**config.mk**
```make
export PLATFORM = sky130hd
export DESIGN_NAME = tcw_seq
export DESIGN_NICKNAME = d
export VERILOG_FILES = /design/src/rtl/tcw_pkg.sv /design/src/rtl/tcw_seq.sv
export VERILOG_INCLUDE_DIRS = /design/src /design/src/rtl
export SDC_FILE = /design/constraint.sdc
export NUM_CORES = 1
export LEC_CHECK = 0
export BUFFER_PORTS_ARGS = -buffer_cell sky130_fd_sc_hd__buf_2
export CAP_MARGIN = 20
export CORE_MARGIN = 2
export CORE_UTILIZATION = 50
export DETAILED_ROUTE_END_ITERATION = 6
export PLACE_DENSITY = 0.78
export SLEW_MARGIN = 20
export SYNTH_ARGS = -nofsm -noshare
export SYNTH_HDL_FRONTEND = slang
export SYNTH_SLANG_ARGS = --single-unit
```
**constraint.sdc**
```tcl
create_clock -name clk -period 2.71 [get_ports clk]
set_clock_uncertainty 0.2 [all_clocks]
set_input_delay 0.271 -clock clk [delete_from_list [all_inputs] [get_ports clk]]
set_output_delay 0.271 -clock clk [all_outputs]
set_load 0.05 [all_outputs]
```
**src/rtl/assert_macros.svh**
```systemverilog
// Assertion macros shared by the console writer RTL.
// Depends on nothing; the including module must have clk and rst_n in scope.
`ifndef ASSERT_MACROS_SVH
`define ASSERT_MACROS_SVH

`ifndef SYNTHESIS
// Check a property at every clock edge outside reset.
`define TCW_ASSERT(name, prop) \
  name: assert property (@(posedge clk) disable iff (!rst_n) (prop)) \
    else $error("%m: check failed");
// Check that a condition implies another in the next cycle.
`define TCW_ASSERT_NEXT(name, ante, cons) \
  name: assert property (@(posedge clk) disable iff (!rst_n) (ante) |=> (cons)) \
    else $error("%m: check failed");
`else
`define TCW_ASSERT(name, prop)
`define TCW_ASSERT_NEXT(name, ante, cons)
`endif

`endif

```
**src/rtl/tcw_pkg.sv**
```systemverilog
// Shared types, constants and the control store of the console writer.
// Depends on nothing; used by the sequencer, the datapath and the top level.
`timescale 1ns / 1ps

package tcw_pkg;

  // Screen geometry and field widths
  localparam int COLS       = 80;
  localparam int ROWS       = 25;
  localparam int CELLS      = COLS * ROWS;
  localparam int COL_W      = 7;
  localparam int ROW_W      = 5;
  localparam int ADDR_W     = 11;
  localparam int QUO_W      = 7;
  localparam int RECIP_SH   = 16;
  localparam int DIV_RECIP  = (1 << RECIP_SH) / COLS;
  localparam int LAST_COPY  = (ROWS - 1) * COLS - 1;

  localparam logic [7:0] BLANK_CHAR   = 8'h20;
  localparam logic [7:0] NEWLINE_CHAR = 8'h0A;
  localparam logic [7:0] RETURN_CHAR  = 8'h0D;
  localparam logic [7:0] ATTR_RESET   = 8'h05;

  typedef enum logic [1:0] {
    OP_PUT    = 2'd0,
    OP_SETPOS = 2'd1,
    OP_CLEAR  = 2'd2,
    OP_READ   = 2'd3
  } op_t;

  // Datapath actions driven by one control word
  typedef enum logic [3:0] {
    ACT_NOP     = 4'd0,
    ACT_PUT     = 4'd1,
    ACT_DIV     = 4'd2,
    ACT_SETPOS  = 4'd3,
    ACT_READ    = 4'd4,
    ACT_CNT_CLR = 4'd5,
    ACT_SCR_RD  = 4'd6,
    ACT_SCR_MV  = 4'd7,
    ACT_FILL    = 4'd8
  } act_t;

  typedef enum logic [2:0] {
    COND_NEVER     = 3'd0,
    COND_ALWAYS    = 3'd1,
    COND_SCROLL    = 3'd2,
    COND_MORE_COPY = 3'd3,
    COND_MORE_FILL = 3'd4
  } cond_t;

  typedef logic [3:0] step_t;

  localparam step_t STEP_IDLE   = 4'd0;
  localparam step_t STEP_PUT    = 4'd1;
  localparam step_t STEP_DIV    = 4'd2;
  localparam step_t STEP_SETPOS = 4'd3;
  localparam step_t STEP_READ   = 4'd4;
  localparam step_t STEP_CLEAR  = 4'd5;
  localparam step_t STEP_SCR_RD = 4'd6;
  localparam step_t STEP_SCR_MV = 4'd7;
  localparam step_t STEP_FILL   = 4'd8;
  localparam step_t STEP_LAST   = STEP_FILL;

  // One microcode word: action, branch condition, branch target, finish flag.
  // Finish applies when the branch is not taken.
  typedef struct packed {
    act_t  act;
    cond_t cond;
    step_t target;
    logic  done;
  } uword_t;

  typedef struct packed {
    logic accept;
    act_t act;
  } dp_ctrl_t;

  typedef struct packed {
    logic need_scroll;
    logic more_copy;
    logic more_fill;
  } stat_t;

  // Control store
  function automatic uword_t ucode_rom(step_t step);
    uword_t w;
    w = '{act: ACT_NOP, cond: COND_NEVER, target: STEP_IDLE, done: 1'b0};
    case (step)
      STEP_PUT:    w = '{act: ACT_PUT,     cond: COND_SCROLL,    target: STEP_SCR_RD, done: 1'b1};
      STEP_DIV:    w = '{act: ACT_DIV,     cond: COND_NEVER,     target: STEP_IDLE,   done: 1'b0};
      STEP_SETPOS: w = '{act: ACT_SETPOS,  cond: COND_NEVER,     target: STEP_IDLE,   done: 1'b1};
      STEP_READ:   w = '{act: ACT_READ,    cond: COND_NEVER,     target: STEP_IDLE,   done: 1'b1};
      STEP_CLEAR:  w = '{act: ACT_CNT_CLR, cond: COND_ALWAYS,    target: STEP_FILL,   done: 1'b0};
      STEP_SCR_RD: w = '{act: ACT_SCR_RD,  cond: COND_NEVER,     target: STEP_IDLE,   done: 1'b0};
      STEP_SCR_MV: w = '{act: ACT_SCR_MV,  cond: COND_MORE_COPY, target: STEP_SCR_MV, done: 1'b0};
      STEP_FILL:   w = '{act: ACT_FILL,    cond: COND_MORE_FILL, target: STEP_FILL,   done: 1'b1};
      default:     w = '{act: ACT_NOP,     cond: COND_NEVER,     target: STEP_IDLE,   done: 1'b0};
    endcase
    return w;
  endfunction

  // Entry step for each command
  function automatic step_t dispatch(op_t op);
    step_t s;
    case (op)
      OP_PUT:    s = STEP_PUT;
      OP_SETPOS: s = STEP_DIV;
      OP_CLEAR:  s = STEP_CLEAR;
      OP_READ:   s = STEP_READ;
      default:   s = STEP_PUT;
    endcase
    return s;
  endfunction

endpackage

```
**src/rtl/tcw_seq.sv**
```systemverilog
// Microcode sequencer: step counter, control store lookup and branch logic.
// Depends on tcw_pkg and assert_macros.svh.
`timescale 1ns / 1ps
`include "assert_macros.svh"

module tcw_seq
  import tcw_pkg::*;
(
  input  logic     clk,
  input  logic     rst_n,
  input  logic     start,
  input  op_t      opcode,
  input  stat_t    status,
  output logic     busy,
  output dp_ctrl_t ctrl,
  output logic     done_r
);

  step_t  step_r, step_nxt;
  uword_t word;
  logic   take;
  logic   finish;

  assign word = ucode_rom(step_r);
  assign busy = (step_r != STEP_IDLE);

  // Evaluate the branch condition of the current word
  always_comb begin
    case (word.cond)
      COND_NEVER:     take = 1'b0;
      COND_ALWAYS:    take = 1'b1;
      COND_SCROLL:    take = status.need_scroll;
      COND_MORE_COPY: take = status.more_copy;
      COND_MORE_FILL: take = status.more_fill;
      default:        take = 1'b0;
    endcase
  end

  // Pick the next step: dispatch, branch, finish or advance
  always_comb begin
    finish = 1'b0;
    if (!busy) begin
      step_nxt = start ? dispatch(opcode) : STEP_IDLE;
    end else if (take) begin
      step_nxt = word.target;
    end else if (word.done) begin
      step_nxt = STEP_IDLE;
      finish   = 1'b1;
    end else begin
      step_nxt = step_r + 4'd1;
    end
  end

  assign ctrl.accept = start && !busy;
  assign ctrl.act    = busy ? word.act : ACT_NOP;

  always_ff @(posedge clk) begin
    if (!rst_n) begin
      step_r <= STEP_IDLE;
      done_r <= 1'b0;
    end else begin
      step_r <= step_nxt;
      done_r <= finish;
    end
  end

  `TCW_ASSERT(a_step_range, step_r <= STEP_LAST)
  `TCW_ASSERT_NEXT(a_accept_busy, start && !busy, step_r != STEP_IDLE)
  `TCW_ASSERT(a_done_after_work, done_r |-> $past(busy))

endmodule

```
# Word level (Yosys, flattened, before mapping)
# Memory sizes are Yosys's and may differ from the RTL's. A register that Yosys moved wholly into a read port is not among the register bits.
# Cells that the tools add are included.
op_classes:
  n_addsub: 1
  eq_ne: 7
  bitwise_logic: 2
  n_mux: 9
  n_reduce_logical: 5
ops:
  columns: ["cell", "n"]
  rows:
  - ["two-way mux 4 bit", 6]
  - ["one-hot mux 4 bit (4 select lines)", 1]
  - ["equality test 3 x 2 -> 1 bit, second input constant", 2]
  - ["adder 4 x 1 -> 4 bit, second input constant", 1]
  - ["equality test 2 bit, second input constant", 2]
  - ["one-hot mux 1 bit (4 select lines)", 1]
  - ["nonzero test 4 bit", 1]
  - ["equality test 3 x 1 -> 1 bit, second input constant", 1]
  - ["equality test 3 bit, second input constant", 1]
  - ["OR reduction 3 bit", 1]
  - ["equality test 2 x 1 -> 1 bit, second input constant", 1]
  - ["logical NOT 2 bit", 1]
  - ["NOT 1 bit", 2]
  - ["logical AND 1 bit", 1]
  - ["logical NOT 1 bit", 1]
  - ["two-way mux 1 bit", 1]
totals:
  regBits: 5
  in_bits: 8
  romBits: 192
  out_inout_bits: 7
  mem_count: 1
  word_cells: 27
memory_table:
  columns: ["name", "words", "width", "read_ports", "rd_ports_with_merged_regs", "wr", "line", "source"]
  rows:
  - ["(no name shown)", 16, 12, 1, 1, 0, "tcw_pkg.sv:89", "case (step)"]

# Longest topological paths before layout
# Gate-level depths: netlist of run 1.
depth:
  ltp_word: 5
  mapped_depth: 10
  ltp_nobuf: 9

# Least setup slack after synthesis of run 1
# No wires, ideal clock.
synth_path:
  kind: "register to register"
  startpoint: "register step_r[0]"
  endpoint: "register, netlist name word[4]"
  required_time_ps: 2444
  period_less_slack_ps: 2170
  setup_time_ps: 66
  stages_incl_launch_ff: 10
  path_slack_ps: 540
  n_path_buf: 0
  t_arrival_ps: 1904
  path_cell_list: "dfxtp_1 inv_1 ha_1 and4bb_2 a22oi_1 a22oi_2 nand2_1 inv_2 or3_4 a21oi_2"
synth_via:
  elab_chain_len: 5
  word_cells_on_any_way: 6
  cone_classes: "1 x add/sub; 4 x mux; 1 x reduce/logical"
synth_rtl:
  columns: ["item", "line", "source"]
  rows:
  - ["start: declaration", "tcw_seq.sv:19", "step_t step_r, step_nxt;"]
  - ["start signal: assignment", "tcw_seq.sv:62", "step_r <= step_nxt;"]
  - ["adder 4 x 1 -> 4 bit", "tcw_seq.sv:50", "step_nxt = step_r + 4'd1;"]
  - ["two-way mux 4 bit", "tcw_seq.sv:46", "end else if (word.done) begin"]
  - ["two-way mux 4 bit", "tcw_seq.sv:44", "end else if (take) begin"]
  - ["two-way mux 4 bit *", "tcw_seq.sv:42", "if (!busy) begin"]
  - ["two-way mux 4 bit (no source line) *", null, null]
# Mark *: on every way between the ends. The rest lies on a longest branch, timed or not.
# A chain may end at the register's enable or synchronous reset.

# Worst setup path in the final report of run 1
layout_path:
  startpoint: "register step_r[0]"
  endpoint: "register, netlist name word[4]"
layout_via:
  elab_chain_len: 5
  word_cells_on_any_way: 6
  cone_classes: "1 x add/sub; 4 x mux; 1 x reduce/logical"
layout_rtl:
  columns: ["item", "line"]
  rows:
  - ["adder 4 x 1 -> 4 bit", "tcw_seq.sv:50"]
  - ["two-way mux 4 bit", "tcw_seq.sv:46"]
  - ["two-way mux 4 bit", "tcw_seq.sv:44"]
  - ["two-way mux 4 bit *", "tcw_seq.sv:42"]
  - ["two-way mux 4 bit (no source line) *", null]
# Marks and branches as above.

==> reports/qor_table.md, run 1 <==
| Group | Item | Reported |
|:---|:---|:---|
| status | Status | complete, no violations |
| placement | Cell total after placement | 97 |
| layout | Cell area after layout | 811 um^2 |
| drt | Drt drc | 0 |
| setup path | Critical path class | flop to flop |
| placement | DPL Wire Length | 1.04 mm |
| floorplanning | Die Footprint | 1710 um^2 |
| floorplanning | Core area | 1300 um^2 |
| global route | Antenna violations before repair | 0 |
| synth | Number of synthesis warnings | 0 |
| synth | Sequential-to-total area share from yosys stat | 40.2% |
| layout | Share of cells above drive strength 1 | 38.4% |
| setup path | Critical path peak fanout | 9 |
| clock network | Root cell of the clock tree | sky130_fd_sc_hd__clkbuf_4 |
| drt | Detailed Route WL | 1.30 mm |
| hold path | Path category of the worst min-delay check | input pin to flop |
| synth | Synthesized netlist net count | 79 |
| layout | Area Overhead vs Synth | 16.3% |
| setup path | Crit path required time | 2740 ps |
| synth | Most frequent cells after synthesis | sky130_fd_sc_hd__dfxtp_1 (14), sky130_fd_sc_hd__inv_1 (6), sky130_fd_sc_hd__nand2_1 (5) |
| sta | Worst slew margin | 70.5% |
| placement | GPL Wtd Cong | 0.732 |
| floorplanning | Site row count | 13 |
| drt | Via-per-instance ratio | 5.41 |
| floorplanning | Die Span Y | 41.3 um |
| sta | Portion of the clock cycle consumed by the worst path in the final layout | 86.1% |
| pwr | P_leak | 0.394 nW |
| floorplanning | Count of boundary I/O pins | 15 |
| clock network | CTS sink cnt | 14 |
| synth | Cell type with the highest aggregate area in the netlist | sky130_fd_sc_hd__dfxtp_1 |
| sta | Final setup slack of the worst path | 376 ps |
| layout | Post-Layout Cell Count | 101 |
| synth | Synthesized cell area | 697 um^2 |
| floorplanning | Floorplan die width | 41.3 um |
| pwr | Peak ir drop on the vdd network | 0.000595 V |
| synth | Per-instance average area after synthesis | 10.1 um^2 |
| synth | Count leader, synth | sky130_fd_sc_hd__dfxtp_1 |
| clock network | Hold buffer count at cts | 0 |
| synth | Portion of synthesized cell area occupied by the leading cell type | 40.2% |
| clock network | Maximum clock path buffer count | 2 |
| sta | Worst Max-Slew Pin Slew | 442 ps |
| drt | Detailed-routing iteration count for the pre-antenna-repair pass | 4 |
| sta | Number of setup violations in the final report | 0 |
| global route | First-pass GRT wire length | 1.99 mm |
| synth | Async S/R FF share, synth | 0% |
| setup path | Arrival time at the worst endpoint | 2360 ps |
| setup path | Flop-to-flop setup slack | 380 ps |
| layout | Fillcell total | 117 |
| clock network | Number of gates given a new drive strength after cts | 0 |
| floorplanning | Initial standard-cell utilization of the core | 53.6% |
| sta | Final total negative setup slack | 0 ps |
| synth | Count of flip-flops with a built-in enable after synthesis | 0 |
| clock network | Number of H-tree branching levels | 1 |
| sta | Maximum frequency from static timing analysis | 428 MHz |
| sta | Post-route minimum period | 2330 ps |
| drt | Routed vias | 546 |
| placement | Placement Cell Area | 774 um^2 |
| synth | Dominant cells by area after synthesis | sky130_fd_sc_hd__dfxtp_1 (40%), sky130_fd_sc_hd__o32ai_2 (4.7%), sky130_fd_sc_hd__xor2_1 (3.8%) |
| layout | Number of antenna repair diodes | 0 |
| drt | WL/cell | 12.9 um |
| pwr | Power after layout | 0.864 mW |
| clock network | Post-CTS Repair Setup Buffers | 0 |
| global route | Overflow left after global routing | 0 |
| setup path | Endpoint class of the critical path | flop |
| clock network | Clock tree from TritonCTS | done |
| sta | Count of endpoints failing hold in the final timing report | 0 |
| placement | Buffers on Ports | 14 |
| layout | # nets final | 97 |
| synth | Number of distinct library cells after synthesis | 32 |
| placement | Place WS | 374 ps |
| global route | Vias in the first global route | 482 |
| synth | Cells after synthesis | 69 |
| synth | Count of state elements after synthesis | 14 |
| sta | Number of pins with negative max-slew slack in the final report | 0 |
| pwr | Power density over the cells | 1070 nW/um^2 |
| global route | Combined global-route utilization of all metal layers | 19.1% |
| job | Max_cap viols | 0 |
| setup path | Setup crit start kind | flop |
| clock network | Clock-pin transition on the worst setup and hold timing paths | 90 ps |
| sta | Unrepaired setup endpoints after global routing | no |
| drt | Initial DRC count | 7 |
| global route | Maximum number of pins on one net before global-route repair | 10 |
| clock network | Inserted Clock Buffers | 3 |
| clock network | Later-pin clock latency in the skew report | 280 ps |
| synth | Prevailing post-synth register cell | sky130_fd_sc_hd__dfxtp_1 |
| drt | Final ANT Viol Nets | 0 |
==> per-layer routing <==
layer | up-vias | global-route usage, % | routed length [um]
li1 | 279 | - | -
met1 | 252 | 20.3 | 600
met2 | 11 | 32.0 | 616
met3 | 4 | 4.79 | 54
met4 | 0 | 14.5 | 28
met5 | - | 0 | 0
==> sequential cells by signal, summed over array words and instances (netlist names) <==
name / cells
done_r: 1
word: 9
step_r: 4
==> stage by stage <==
step | hold WS, ps | utilization [%]
after floorplan | 163 | -
after global placement | 337 | 59.5
after global routing | 60.4 | 62.3
after detailed placement | 361 | 59.5
final | 64.9 | 62.3
after CTS | 60.4 | 62.3
==> power by group <==
part | switching (mW) | total [mW] | internal [mW]
logic | 0.292 | 0.430 | 0.137
registers | 0.0288 | 0.282 | 0.253
clock network | 0.0704 | 0.152 | 0.0818
==> cell families (layout without fill, tap and decap cells) <==
| logic type | count (synthesis) | in the layout | share of synthesized area, % |
|---|---|---|---|
| adders and majority gates | 2 | 2 | 3.59 |
| and+or+nand+nor | 30 | 30 | 30.0 |
| buffers and inverters | 9 | 26 | 5.92 |
| xor gates and xnor gates | 4 | 4 | 5.03 |
| muxes | 1 | 1 | 1.44 |
| AOI/OAI and AO/OA | 9 | 9 | 13.8 |
| DFF | 14 | 14 | 40.2 |
==> placed cells by master, fill, tap and decap left out, drive strengths merged, types with 2 or more instances in the layout <==
| master | n |
|---|---|
| inv | 8 |
| dfxtp | 14 |
| nand3b | 2 |
| o32ai | 2 |
| a22oi | 2 |
| nor2 | 4 |
| ha | 2 |
| nand2 | 6 |
| or3b | 2 |
| a21oi | 3 |
| and2 | 4 |
| nand3 | 3 |
| xor2 | 3 |
| buf | 14 |
| clkbuf | 4 |
| nand4bb | 2 |
==> layout make-up <==
| class | count | area (um^2) | share of cell area [%] |
|---|---|---|---|
| Multi-Input combinational cell | 46 | 375 | 46.3 |
| Tap cell | 15 | 18.8 | 2.31 |
| Inverter | 8 | 30.0 | 3.70 |
| Clock buffer | 4 | 36.3 | 4.48 |
| Sequential cell | 14 | 280 | 34.6 |
| Timing Repair Buffer | 14 | 70.1 | 8.64 |
==> critical path: stages, from the launching register on <==
cell                      delay (ps)
sky130_fd_sc_hd__dfxtp_1         380
sky130_fd_sc_hd__inv_1            60
sky130_fd_sc_hd__ha_1            210
sky130_fd_sc_hd__or3b_1          370
sky130_fd_sc_hd__nand2_2         130
sky130_fd_sc_hd__nor4_2          250
sky130_fd_sc_hd__a41oi_2         120
sky130_fd_sc_hd__or3_4           450
sky130_fd_sc_hd__a21oi_2         110
==> final timing paths <==
check                       startpoint            endpoint  cells past startpoint
setup / recovery  step_r[0]$_SDFF_PN0_     word[4]$_DFF_P_                      8
hold / removal                   rst_n  word[6]$_SDFF_PP0_                      2
setup reg to reg  step_r[0]$_SDFF_PN0_     word[4]$_DFF_P_                      8
hold reg to reg        word[0]$_DFF_P_   done_r$_SDFF_PP0_                      2
No activity file was read; power rests on OpenSTA's default activity.
==> run 2, diff against run 1 <==
- HOLD_SLACK_MARGIN: not set -> 0.08
==> run 2 against run 1 <==
Largest power group unchanged. Cell area up 1.2%. Die area stayed put. Utilization is 0.77 points higher.
==> reports/qor_table.md, run 2 (synthesized netlist as in run 1, its figures left out) <==
| Group | Item | Reported | Delta |
|:---|:---|:---|:---|
| clock network | Number of H-tree branching levels | 1 | unchanged |
| sta | Final hold slack | 93.2 ps | was 64.9 ps |
| clock network | CTS sink cnt | 14 | unchanged |
| placement | DPL Wire Length | 1.04 mm | unchanged |
| layout | Share of cells above drive strength 1 | 37.9% | was 38.4% |
| clock network | Clock-pin transition on the worst setup and hold timing paths | 90 ps | about the same |
| layout | Commonest cells after routing, fill and taps aside | sky130_fd_sc_hd__dfxtp_1 (14), sky130_fd_sc_hd__buf_2 (14), sky130_fd_sc_hd__inv_1 (6) | unchanged |
| floorplanning | Die Span Y | 41.3 um | unchanged |
| sta | Portion of the clock cycle consumed by the worst path in the final layout | 86.1% | unchanged |
| sta | Post-route minimum period | 2330 ps | unchanged |
| sta | Worst Max-Slew Pin Slew | 442 ps | about the same |
| layout | Register cell area after layout | 280 um^2 | unchanged |
| clock network | Root cell of the clock tree | sky130_fd_sc_hd__clkbuf_4 | unchanged |
| layout | Post-Layout Cell Count | 102 | was 101 |
| setup path | Arrival time at the worst endpoint | 2360 ps | about the same |
| layout | Fillcell total | 116 | was 117 |
| sta | Number of setup violations in the final report | 0 | unchanged |
| drt | Detailed-routing iteration count for the pre-antenna-repair pass | 4 | unchanged |
| drt | Initial DRC count | 7 | unchanged |
| floorplanning | Site row count | 13 | unchanged |
| placement | Cell total after placement | 97 | unchanged |
| sta | Unrepaired setup endpoints after global routing | no | unchanged |
| drt | Detailed Route WL | 1.30 mm | about the same |
| placement | Buffers on Ports | 14 | unchanged |
| global route | Combined global-route utilization of all metal layers | 19.1% | unchanged |
| floorplanning | Initial standard-cell utilization of the core | 53.6% | unchanged |
| drt | Routed vias | 548 | was 546 |
| setup path | Critical path class | flop to flop | unchanged |
| global route | Overflow left after global routing | 0 | unchanged |
| sta | Number of pins with negative max-slew slack in the final report | 0 | unchanged |
| pwr | Power density over the cells | 1050 nW/um^2 | was 1070 nW/um^2 |
| layout | # nets final | 98 | was 97 |
| setup path | Crit path required time | 2740 ps | about the same |
| clock network | Maximum clock path buffer count | 2 | unchanged |
| setup path | Setup crit start kind | flop | unchanged |
| placement | GPL Wtd Cong | 0.732 | unchanged |
| sta | Worst slew margin | 70.5% | unchanged |
| job | Max_cap viols | 0 | unchanged |
| clock network | Clock tree from TritonCTS | done | unchanged |
| layout | Area Overhead vs Synth | 17.8% | was 16.3% |
| floorplanning | Core area | 1300 um^2 | unchanged |
| layout | Max FFs per register | 9 | unchanged |
| drt | Drt drc | 0 | unchanged |
| clock network | Inserted Clock Buffers | 3 | unchanged |
| clock network | Number of gates given a new drive strength after cts | 0 | unchanged |
| clock network | Hold buffer count at cts | 1 | was 0 |
| drt | WL/cell | 12.8 um | was 12.9 um |
| clock network | Post-CTS Repair Setup Buffers | 0 | unchanged |
| pwr | Peak ir drop on the vdd network | 0.000595 V | about the same |
| global route | Maximum number of pins on one net before global-route repair | 10 | unchanged |
| sta | Maximum frequency from static timing analysis | 428 MHz | unchanged |
| sta | Count of endpoints failing hold in the final timing report | 0 | unchanged |
| global route | Vias in the first global route | 482 | unchanged |
| setup path | Endpoint class of the critical path | flop | unchanged |
| layout | Number of antenna repair diodes | 0 | unchanged |
| status | Status | complete, no violations | unchanged |
| clock network | Later-pin clock latency in the skew report | 280 ps | about the same |
| layout | Multi-input gate area | 375 um^2 | unchanged |
| setup path | Critical path peak fanout | 9 | unchanged |
| hold path | Path category of the worst min-delay check | input pin to flop | unchanged |
| pwr | P_leak | 0.398 nW | was 0.394 nW |
| floorplanning | Floorplan die width | 41.3 um | unchanged |
| sta | Final total negative setup slack | 0 ps | unchanged |
| drt | Via-per-instance ratio | 5.37 | was 5.41 |
| global route | First-pass GRT wire length | 1.99 mm | unchanged |
| floorplanning | Die Footprint | 1710 um^2 | unchanged |
| drt | Final ANT Viol Nets | 0 | unchanged |
| global route | Antenna violations before repair | 0 | unchanged |
| floorplanning | Count of boundary I/O pins | 15 | unchanged |
-- run 2: path summary, 6_finish.rpt --
| check | start | end | slack [ps] | depth (start not counted) |
|---|---|---|---|---|
| max | step_r[0]$_SDFF_PN0_ | word[4]$_DFF_P_ | 380 | 8 |
| min reg2reg | word[0]$_DFF_P_ | done_r$_SDFF_PP0_ | 360 | 2 |
| max reg2reg | step_r[0]$_SDFF_PN0_ | word[4]$_DFF_P_ | 380 | 8 |
| min | opcode[0] | step_r[0]$_SDFF_PN0_ | 90 | 2 |
-- run 2: per-layer routing --
layer | global-route usage (%) | routed length [um] | vias to the layer above
li1 | - | - | 281
met5 | 0 | 0 | -
met1 | 20.3 | 606 | 252
met2 | 32.0 | 615 | 11
met3 | 4.79 | 52 | 4
met4 | 14.5 | 28 | 0
-- run 2: metrics by stage --
| stage | cell area, um^2 | power, mW | utilization (%) | setup WS (ps) |
|---|---|---|---|---|
| 2_1_floorplan | 697 | 0.655 | - | 540 |
| 3_3_place_gp | 774 | 0.707 | 59.5 | 463 |
| 3_5_place_dp | 774 | 0.719 | 59.5 | 374 |
| 4_1_cts | 821 | 0.874 | 63.1 | 351 |
| 5_1_grt | 821 | 0.919 | 63.1 | 193 |
| 6_report | 821 | 0.865 | 63.1 | 376 |
-- run 2: worst max-delay path: stages (launching register included) --
cell and delay, ps:
sky130_fd_sc_hd__dfxtp_1 380, sky130_fd_sc_hd__inv_1 60, sky130_fd_sc_hd__ha_1 210, sky130_fd_sc_hd__or3b_1 370, sky130_fd_sc_hd__nand2_2 130, sky130_fd_sc_hd__nor4_2 250, sky130_fd_sc_hd__a41oi_2 120, sky130_fd_sc_hd__or3_4 450
sky130_fd_sc_hd__a21oi_2 110
-- run 2: power by group --
part	switching, mW	internal, mW
clock	0.0704	0.0818
sequential	0.0288	0.253
combinational	0.292	0.138
total	0.392	0.473
-- run 2: area by class of cell --
cell class,instances,area share [%]
clock buffers,4,4.42
inverters,8,3.66
multi-input cells,46,45.7
flip-flops and latches,14,34.1
well taps,15,2.29
repair buffers,15,9.76
